File: src/hw/rtl/pmds_pkg.sv
// ----------------------------------------------------------------------------
// pmds_pkg: shared types and constants for the phase MASH modulator
// Accumulator width, carry vector and level types, output offset.
// ----------------------------------------------------------------------------
`timescale 1ns / 1ps
`default_nettype none

package pmds_pkg;

  localparam int unsigned AccWidth = 32;
  localparam int unsigned NumInt   = 4;
  localparam int unsigned NumCells = NumInt + 1;
  localparam int unsigned LevelW   = 4;
  localparam int unsigned SumW     = 5;

  typedef logic [AccWidth-1:0]     acc_t;
  typedef logic [NumInt-1:0]       carry_t;
  typedef logic [LevelW-1:0]       level_t;
  typedef logic signed [SumW-1:0]  sum_t;

  localparam sum_t LevelOffset = sum_t'(7);

endpackage

`default_nettype wire

File: src/hw/rtl/pmds_cell.sv
// ----------------------------------------------------------------------------
// pmds_cell: one wrapping accumulator cell of the chain
// Adds the incoming value to its own state, keeps the sum as both state and
// handoff data, and shifts its carry into the carry vector.
// ----------------------------------------------------------------------------
`timescale 1ns / 1ps
`default_nettype none

module pmds_cell (
  input  wire                    clk_i,
  input  wire                    rst_ni,
  input  wire                    valid_i,
  output logic                   stall_o,
  input  pmds_pkg::acc_t         data_i,
  input  pmds_pkg::carry_t       carry_i,
  output logic                   valid_o,
  input  wire                    stall_i,
  output pmds_pkg::acc_t         data_o,
  output pmds_pkg::carry_t       carry_o
);

  logic                        valid_q, valid_d;
  pmds_pkg::acc_t              acc_q;
  pmds_pkg::carry_t            carry_q;
  logic [pmds_pkg::AccWidth:0] sum_w;
  logic                        take_w;

  assign stall_o = valid_q && stall_i;
  assign take_w  = valid_i && !stall_o;
  assign sum_w   = {1'b0, acc_q} + {1'b0, data_i};

  always_comb begin
    valid_d = valid_q;
    if (take_w) begin
      valid_d = 1'b1;
    end else if (!stall_i) begin
      valid_d = 1'b0;
    end
  end

  always_ff @(posedge clk_i or negedge rst_ni) begin
    if (!rst_ni) begin
      valid_q <= 1'b0;
      acc_q   <= '0;
      carry_q <= '0;
    end else begin
      valid_q <= valid_d;
      if (take_w) begin
        acc_q   <= sum_w[pmds_pkg::AccWidth-1:0];
        carry_q <= {carry_i[pmds_pkg::NumInt-2:0], sum_w[pmds_pkg::AccWidth]};
      end
    end
  end

  assign valid_o = valid_q;
  assign data_o  = acc_q;
  assign carry_o = carry_q;

  // held request keeps its data
  a_hold: assert property (@(posedge clk_i) disable iff (!rst_ni)
    valid_q && stall_i |=> valid_q && $stable(acc_q) && $stable(carry_q))
    else $error("cell lost a held request");

  // state only moves on an accepted request
  a_acc_move: assert property (@(posedge clk_i) disable iff (!rst_ni)
    !take_w |=> $stable(acc_q))
    else $error("cell state changed without a request");

endmodule

`default_nettype wire

File: src/hw/rtl/pmds_combine.sv
// ----------------------------------------------------------------------------
// pmds_combine: noise-shaping recombination and output register
// Folds the four carries through the difference stages and presents the
// offset level in a registered output stage.
// ----------------------------------------------------------------------------
`timescale 1ns / 1ps
`default_nettype none

module pmds_combine (
  input  wire                    clk_i,
  input  wire                    rst_ni,
  input  wire                    valid_i,
  output logic                   stall_o,
  input  pmds_pkg::carry_t       carry_i,
  output logic                   valid_o,
  input  wire                    stall_i,
  output pmds_pkg::level_t       level_o
);

  logic                 valid_q, valid_d;
  pmds_pkg::level_t     level_q;
  logic                 c4_delay_q;
  logic signed [2:0]    s3_delay_q;
  logic signed [3:0]    s2_delay_q;
  pmds_pkg::sum_t       s3_w, s2_w, y_w, lvl_w;
  logic                 take_w;

  // carry_i: [3]=c1 [2]=c2 [1]=c3 [0]=c4
  assign s3_w  = pmds_pkg::sum_t'({1'b0, carry_i[1]}) + pmds_pkg::sum_t'({1'b0, carry_i[0]})
               - pmds_pkg::sum_t'({1'b0, c4_delay_q});
  assign s2_w  = pmds_pkg::sum_t'({1'b0, carry_i[2]}) + s3_w
               - pmds_pkg::sum_t'(s3_delay_q);
  assign y_w   = pmds_pkg::sum_t'({1'b0, carry_i[3]}) + s2_w
               - pmds_pkg::sum_t'(s2_delay_q);
  assign lvl_w = y_w + pmds_pkg::LevelOffset;

  assign stall_o = valid_q && stall_i;
  assign take_w  = valid_i && !stall_o;

  always_comb begin
    valid_d = valid_q;
    if (take_w) begin
      valid_d = 1'b1;
    end else if (!stall_i) begin
      valid_d = 1'b0;
    end
  end

  always_ff @(posedge clk_i or negedge rst_ni) begin
    if (!rst_ni) begin
      valid_q    <= 1'b0;
      c4_delay_q <= 1'b0;
      s3_delay_q <= '0;
      s2_delay_q <= '0;
    end else begin
      valid_q <= valid_d;
      if (take_w) begin
        c4_delay_q <= carry_i[0];
        s3_delay_q <= s3_w[2:0];
        s2_delay_q <= s2_w[3:0];
      end
    end
  end

  always_ff @(posedge clk_i) begin
    if (take_w) begin
      level_q <= lvl_w[pmds_pkg::LevelW-1:0];
    end
  end

  assign valid_o = valid_q;
  assign level_o = level_q;

  a_s3_range: assert property (@(posedge clk_i) disable iff (!rst_ni)
    s3_delay_q >= -3'sd1 && s3_delay_q <= 3'sd2)
    else $error("stage3 delay out of range");

  a_s2_range: assert property (@(posedge clk_i) disable iff (!rst_ni)
    s2_delay_q >= -4'sd3 && s2_delay_q <= 4'sd4)
    else $error("stage2 delay out of range");

  a_y_range: assert property (@(posedge clk_i) disable iff (!rst_ni)
    take_w |-> (y_w >= -5'sd7 && y_w <= 5'sd8))
    else $error("modulator sum out of range");

endmodule

`default_nettype wire

File: src/hw/rtl/phase_mash_delta_sigma_top.sv
// ----------------------------------------------------------------------------
// phase_mash_delta_sigma_top: phase accumulator and MASH 1-1-1-1 modulator
// Flow: an accepted request passes five adder cells and the output stage
//   before level_o is valid, and waits in place while out_stall_i is held.
// Throughput: unstalled, one request and one 32-bit add per cell per cycle.
// Reset: rst_ni clears the phase, all integrators and the difference delays.
// ----------------------------------------------------------------------------
`timescale 1ns / 1ps
`default_nettype none

module phase_mash_delta_sigma_top (
  input  wire                clk_i,
  input  wire                rst_ni,
  input  wire                in_valid_i,
  output logic               in_stall_o,
  input  pmds_pkg::acc_t     phase_step_i,
  output logic               out_valid_o,
  input  wire                out_stall_i,
  output pmds_pkg::level_t   level_o
);

  logic             valid_w [pmds_pkg::NumCells+1];
  logic             stall_w [pmds_pkg::NumCells+1];
  pmds_pkg::acc_t   data_w  [pmds_pkg::NumCells+1];
  pmds_pkg::carry_t carry_w [pmds_pkg::NumCells+1];

  assign valid_w[0] = in_valid_i;
  assign data_w[0]  = phase_step_i;
  assign carry_w[0] = '0;
  assign in_stall_o = stall_w[0];

  // cell 0 is the phase accumulator, cells 1..4 the integrators
  for (genvar k = 0; k < pmds_pkg::NumCells; k++) begin : g_cell
    pmds_cell u_cell (
      .clk_i   (clk_i),
      .rst_ni  (rst_ni),
      .valid_i (valid_w[k]),
      .stall_o (stall_w[k]),
      .data_i  (data_w[k]),
      .carry_i (carry_w[k]),
      .valid_o (valid_w[k+1]),
      .stall_i (stall_w[k+1]),
      .data_o  (data_w[k+1]),
      .carry_o (carry_w[k+1])
    );
  end

  pmds_combine u_combine (
    .clk_i   (clk_i),
    .rst_ni  (rst_ni),
    .valid_i (valid_w[pmds_pkg::NumCells]),
    .stall_o (stall_w[pmds_pkg::NumCells]),
    .carry_i (carry_w[pmds_pkg::NumCells]),
    .valid_o (out_valid_o),
    .stall_i (out_stall_i),
    .level_o (level_o)
  );

endmodule

`default_nettype wire

File: config.mk
export PLATFORM = sky130hd
export DESIGN_NAME = phase_mash_delta_sigma_top
export DESIGN_NICKNAME = d
export VERILOG_FILES = /design/src/hw/rtl/pmds_pkg.sv /design/src/hw/rtl/pmds_cell.sv /design/src/hw/rtl/pmds_combine.sv /design/src/hw/rtl/phase_mash_delta_sigma_top.sv
export SDC_FILE = /design/constraint.sdc
export NUM_CORES = 1
export LEC_CHECK = 0
export BUFFER_PORTS_ARGS = -buffer_cell sky130_fd_sc_hd__buf_4
export CORE_AREA = 4 4 168 170
export DETAILED_ROUTE_END_ITERATION = 8
export DIE_AREA = 0 0 172 174
export HOLD_SLACK_MARGIN = 0.03
export PLACE_DENSITY = 0.82
export SLEW_MARGIN = 30
export SYNTH_ARGS = -nofsm -noshare
export SYNTH_HDL_FRONTEND = slang
export SYNTH_HIERARCHICAL = 1
export SYNTH_SLANG_ARGS = --single-unit
export TNS_END_PERCENT = 5
File: constraint.sdc
create_clock -name clk_i -period 4.5 [get_ports clk_i]
set_clock_uncertainty 0.1 [all_clocks]
set_input_delay 1.35 -clock clk_i [delete_from_list [all_inputs] [get_ports clk_i]]
set_output_delay 1.35 -clock clk_i [all_outputs]
set_load 0.05 [all_outputs]
======== After elaboration in Yosys (flattened, before gate mapping) ========
Index checks and enable logic that the tools add are counted.
storage, ports and cells
  input port bits ......................... 36
  output and inout port bits .............. 6
  register bits ........................... 188
  word-level logic and storage cells ...... 67
cells by class
  add/sub/neg operators ................... 12
  reductions and logical operators ........ 18
  equality and inequality tests ........... 6
  mux-type cells .......................... 12
operators with widths
  kind                                                   count
  adder 32 x 32 -> 33 bit                                5
  logical AND 1 bit                                      12
  two-way mux 1 bit                                      12
  inequality test 2 bit, second input constant           5
  adder 2 x 4 -> 4 bit                                   2
  logical NOT 1 bit                                      6
  adder 4 bit, second input constant                     1
  subtractor 4 x 2 -> 4 bit                              1
  subtractor 4 x 3 -> 4 bit                              1
  subtractor 4 bit                                       1
  adder 1 x 1 -> 2 bit                                   1
  inequality test 2 x 1 -> 1 bit, second input constant  1

======== Logic depth before layout (Yosys ltp) ========
Gate-level depths: netlist (run 1).
  depth after elaboration ................. 9
  gate-level depth with buffers ........... 16

======== Modules after synthesis ========
The synthesis (run 1) kept the hierarchy.
modules (own cells, without submodules)
  module                             times used  cells an instance  area an instance (µm²)
  pmds_cell at g_cell[0].u_cell ...  3           402                3278.1
  pmds_cell at g_cell[3].u_cell ...  2           404                3254.4
  pmds_combine                       1           70                 812.0
  phase_mash_delta_sigma_top         1           1                  3.8

======== Worst setup path after synthesis (run 1) ========
Ideal clock, no wire load.
  kind .................................... input to output
  from .................................... in out_stall_i
  to ...................................... out in_stall_o
  arrival time ............................ 2382 ps
  setup slack ............................. 668 ps
  data required time ...................... 3050 ps
  path buffers ............................ 0
  stages .................................. 11
  cells stage by stage .................... and2_1 > nand2_1 > inv_1 > nand2_1 > inv_1 > nand2_1 > inv_1 > nand2_1 > inv_1 > nand2_1 > inv_1
RTL lines
  item                RTL line                          RTL
  start: declaration  phase_mash_delta_sigma_top.sv:18  input wire out_stall_i,
  end: declaration    phase_mash_delta_sigma_top.sv:15  output logic in_stall_o,

==> flow_metrics.tcl, run 1 <==
set metrics [dict create \
    drc 0 \
    antenna_found_initial 0 \
    fin_ws_ps 315 \
    grt_pass1_vias 14600 \
    area_delta_synth_final_pct 5.78 \
    cts-hold-fix-buffers 0 \
    max_freq_mhz 239 \
    syn_inst 2039 \
    cp-end-kind "primary output" \
    vias 15100 \
    start_util 0.627 \
    fin_setup_tns_ps 0 \
    cts_tree "built" \
    slew_headroom 0.388 \
    drv_cap 0 \
    arrival_ps 2740 \
    coreArea_um2 26700 \
    clock_sinks 188 \
    start_kind "input port" \
    final_util 0.663 \
    avgSynthCellArea_um2 8.22 \
    grt_pass1_wl_mm 68.2 \
    cp.required_ps 3050 \
    antenna_left 0 \
    crit_path_max_fanout 4 \
    cts_root_buffer "clkbuf_16" \
    grt_max_degree 78 \
    layout-drive-gt1-share 0.0892 \
    path_clk_slew_ps 80 \
    hpwl_mm 31.3 \
    synth_area_um2 16800 \
    hold_violations 0 \
    drtPass1Iterations 5 \
    final_common_cell "nand2_1" \
    grt_overflow 0 \
    grt.total_usage 0.268 \
    setup_violations 0 \
    wl_per_cell_um 16.8 \
    cts_resized 0 \
    rows 60 \
    port_buffers 41 \
    min_period_over_period 0.930 \
    tightestPinTransition_ps 910 \
    synth_nets 2255 \
    nNetsFinal 2233 \
    first_iter_violations 1248 \
    routabilityCongestion 0.964 \
    cts.path.max_buffers 2 \
    num_io_pins 42 \
    yosysWarnings 6 \
    dieArea_um2 29900 \
    clock_latency_ps 450 \
    via_per_inst 6.38 \
    die_x_um 172 \
    hp-class "flop to flop" \
    worstSetupPathType "input port to primary output" \
    htree_levels 4 \
    wirelength_mm 39.9 \
    dieHeight_um 174 \
    fin_crit_ps 4190 \
    pre_cts_slack_ps 352 \
    cts_buffers 17 \
    drv_slew 0 \
    cts_setup_buffers 0 \
    antenna_cells 0 \
    rsz0062_at_grt "false" \
    final_cell_mix "360 x nand2_1, 193 x o21ai_0, 184 x dfrtp_1" \
    status "finished, final reports clean" \
]
==> flip-flops by register name, indices dropped and copies added (netlist names) <==
name / count
u_combine/valid_o: 1
g_cell.u_cell/carry_o: 10
u_combine/s2_delay_q: 4
u_combine/s3_delay_q: 3
g_cell.u_cell/data_o: 160
u_combine/level_o: 4
g_cell.u_cell/valid_o: 5
u_combine/c4_delay_q: 1
==> path summary, 6_finish.rpt <==
path / start / to / slack, ps / depth (start not counted)
worst max-delay path: out_stall_i / in_stall_o / 310 / 13
max in group asynchronous: rst_ni / g_cell[1].u_cell/data_o[22] / 2520 / 2
min in group asynchronous: rst_ni / u_combine/s2_delay_q[1] / 810 / 1
worst max register to register: g_cell[4].u_cell/carry_o[1] / u_combine/level_o[3] / 630 / 16
worst min register to register: g_cell[3].u_cell/carry_o[2] / g_cell[4].u_cell/carry_o[3] / 380 / 2
worst min-delay path: g_cell[3].u_cell/carry_o[2] / g_cell[4].u_cell/carry_o[3] / 380 / 2
==> worst max-delay path, cell delays in order <==
cell and delay, ps:
buf_4 120, and2_1 160, nand2_1 110, inv_1 50
nand2_1 110, inv_1 50, nand2_1 130, inv_1 50
nand2_1 160, inv_1 60, nand2_1 140, inv_1 50
buf_4 180
==> per-layer routing <==
metal | vias up | track usage | part of all wire
met5 | - | 0 | 0
met4 | 0 | 0.0937 | 0.031
met3 | 107 | 0.0330 | 0.040
met2 | 459 | 0.459 | 0.49
met1 | 7034 | 0.349 | 0.44
li1 | 7526 | - | -
==> area by class of cell <==
class / instances / area (um2)
Clock inverter: 14 / 170
Clock buffer: 18 / 439
Sequential cell: 188 / 4720
Fill cell: 2216 / 9000
Multi-Input combinational cell: 1693 / 11300
Tap cell: 341 / 427
Inverter: 65 / 244
Timing Repair Buffer: 52 / 409
==> metrics by stage <==
step                instances  area, um2  hold WS, ps
floorplan                2039      16800          333
global placement         2339      17100          357
detailed placement       2339      17100          365
CTS                      2371      17700          384
global route             2371      17700          419
finish                   2371      17700          380
Power of run 1 is left out: the tool's default activity adds up to more than one toggle a clock period on the data nets, which glitch-free logic cannot reach.
==> run 2, diff against run 1 <==
CORE_AREA = 4 4 159 161   (was 4 4 168 170)
DIE_AREA = 0 0 163 165   (was 0 0 172 174)
PLACE_DENSITY = 0.81   (was 0.82)
SYNTH_HIERARCHICAL = default   (was 1)
==> flow_metrics.tcl, run 2 <==
set metrics [dict create \
    start_util 0.632 \
    grt_pass1_vias 11800 \
    synthMuxAreaShare 0.00951 \
    grt.total_usage 0.240 \
    num_io_pins 42 \
    hold_violations 0 \
    drv_cap 0 \
    cts_root_buffer "clkbuf_16" \
    fillCellCount 2005 \
    antenna_found_initial 0 \
    yosys_most_used_dff "dfrtp_1" \
    syn_inst 1809 \
    cts_resized 0 \
    synthTopCellsByCount "294 x nand2_1, 196 x o21ai_0, 184 x dfrtp_1" \
    first_iter_violations 725 \
    vias 12600 \
    ys_seq_area_frac 0.312 \
    drtPass1Iterations 5 \
    port_buffers 41 \
    synth_seq_cells 188 \
    post-route-cell-area_um2 16300 \
    antenna_cells 0 \
    multi_input_area_um2 9960 \
    tightestPinTransition_ps 746 \
    synth_xor_area_frac 0.0845 \
    final_common_cell "nand2_1" \
    grt_overflow 0 \
    cts.path.max_buffers 2 \
    routabilityCongestion 0.917 \
    yosys.area.top_type_share 0.304 \
    max_freq_mhz 265 \
    area_delta_synth_final_pct 7.54 \
    antenna_left 0 \
    grt_pass1_wl_mm 54.4 \
    cts-hold-fix-buffers 0 \
    drc 0 \
    grt_util_met2 0.410 \
    grtUsageMet3 0.0262 \
    dp_cells 2113 \
    yosysWarnings 0 \
    synth_top_family_by_area "compound AO/OA/AOI/OAI gates" \
    fin_setup_tns_ps 0 \
    coreArea_um2 24000 \
    hp-class "flop to flop" \
    yosysMostFrequentCell "nand2_1" \
    synth-compound-area-share 0.255 \
    path_clk_slew_ps 80 \
    worstSetupPathType "input port to flop" \
    clock_latency_ps 430 \
    start_kind "input port" \
    wirelength_mm 31.9 \
    fin_ws_ps 730 \
    synth_nets 2024 \
    fin_crit_ps 3770 \
    nNetsFinal 2023 \
    dieHeight_um 165 \
    synth.largest_area_cell "dfrtp_1" \
    cp.required_ps 4770 \
    synth_cell_type_count 70 \
    fin_cells 2145 \
    hpwl_mm 25.1 \
    wl_per_cell_um 14.9 \
    drv_slew 0 \
    top_usage_layer "met2" \
    arrival_ps 4040 \
    clock_sinks 188 \
    setup_violations 0 \
    min_period_over_period 0.838 \
    cts_tree "built" \
    largest_reg_flops 160 \
    synth_fa_ha_area_frac 0.152 \
    synth_area_um2 15100 \
    synthSimpleGateAreaFrac 0.157 \
    slew_headroom 0.502 \
    layout-drive-gt1-share 0.0643 \
    regArea_um2 4720 \
    synth-edff-count 4 \
    pre_cts_slack_ps 301 \
    use_met1 0.326 \
    async_flop_share 0.979 \
    htree_levels 4 \
    placed_area_um2 15700 \
    cts_setup_buffers 0 \
    ys_top_cells_by_area "dfrtp_1 30%, ha_1 14%, nand2_1 7.3%, o21ai_0 6.5%, a21oi_1 5.4%" \
    grt_max_degree 95 \
    dieArea_um2 26900 \
    crit_path_max_fanout 3 \
    rsz0062_at_grt "false" \
    cp-end-kind "flop" \
    rows 57 \
    avgSynthCellArea_um2 8.37 \
    die_x_um 163 \
    status "finished, final reports clean" \
    final_cell_mix "293 x nand2_1, 196 x o21ai_0, 184 x dfrtp_1" \
    via_per_inst 5.89 \
    cts_buffers 17 \
]
## run 2: changes by cell type in the layout (fill, tap and decap cells not counted), sizes merged, moves of 17 or more
cell,delta
nand2,-69
a21o,+55
xor2,+40
nand4,-29
nand3,-28
o211ai,-20
o31ai,-20
a21oi,-17
o21a,-17
## run 2: cells by family (layout without fill, tap and decap cells)
group | count (synthesis) | count (layout)
compound gates | 627 | 627
simple gates | 536 | 536
flops | 188 | 188
fa+ha+maj | 179 | 179
xor+xnor | 146 | 146
buf+inv | 120 | 132
mux | 13 | 13
## run 2: final cells by class
class                           instances  area share
Clock buffer                           17      0.0261
Clock inverter                         15     0.00930
Inverter                               50      0.0115
Multi-Input combinational cell       1501       0.612
Sequential cell                       188       0.290
Tap cell                              324      0.0249
Timing Repair Buffer                   50      0.0258
## run 2: path summary, 6_finish.rpt
check,start,end,slack [ps],cells after the start
max,phase_step_i[1],g_cell[0].u_cell.data_o[31],730,11
min,g_cell[3].u_cell.carry_o[1],g_cell[3].u_cell.carry_o[1],380,2
max reg2reg,g_cell[4].u_cell.carry_o[0],u_combine.level_o[3],760,14
min reg2reg,g_cell[3].u_cell.carry_o[1],g_cell[3].u_cell.carry_o[1],380,2
max in group asynchronous,rst_ni,g_cell[1].u_cell.data_o[31],2600,2
min in group asynchronous,rst_ni,g_cell[4].u_cell.data_o[1],880,1
## run 2: critical path: stages
cell and delay [ps]:
buf_4 120, ha_1 300, a211oi_1 310, o21a_1 170, o21ai_1 120, a2111oi_2 560, o31ai_1 200, a41oi_1 430
nor2_1 90, nor3_1 250, xnor2_1 140
## run 2: metrics by stage
| stage | hold slack (ps) | util |
|---|---|---|
| 3_5_place_dp | 361 | 0.655 |
| 2_1_floorplan | 339 | - |
| 5_1_grt | 396 | 0.679 |
| 4_1_cts | 380 | 0.679 |
| 3_3_place_gp | 354 | 0.655 |
| 6_report | 381 | 0.679 |
## run 2: per-layer routing
| layer | wire length, um | vias up |
|---|---|---|
| met5 | 0 | - |
| met4 | 624 | 0 |
| met3 | 978 | 47 |
| met2 | 15100 | 228 |
| met1 | 15100 | 5810 |
| li1 | - | 6556 |
Power of run 2 is left out for the same reason.
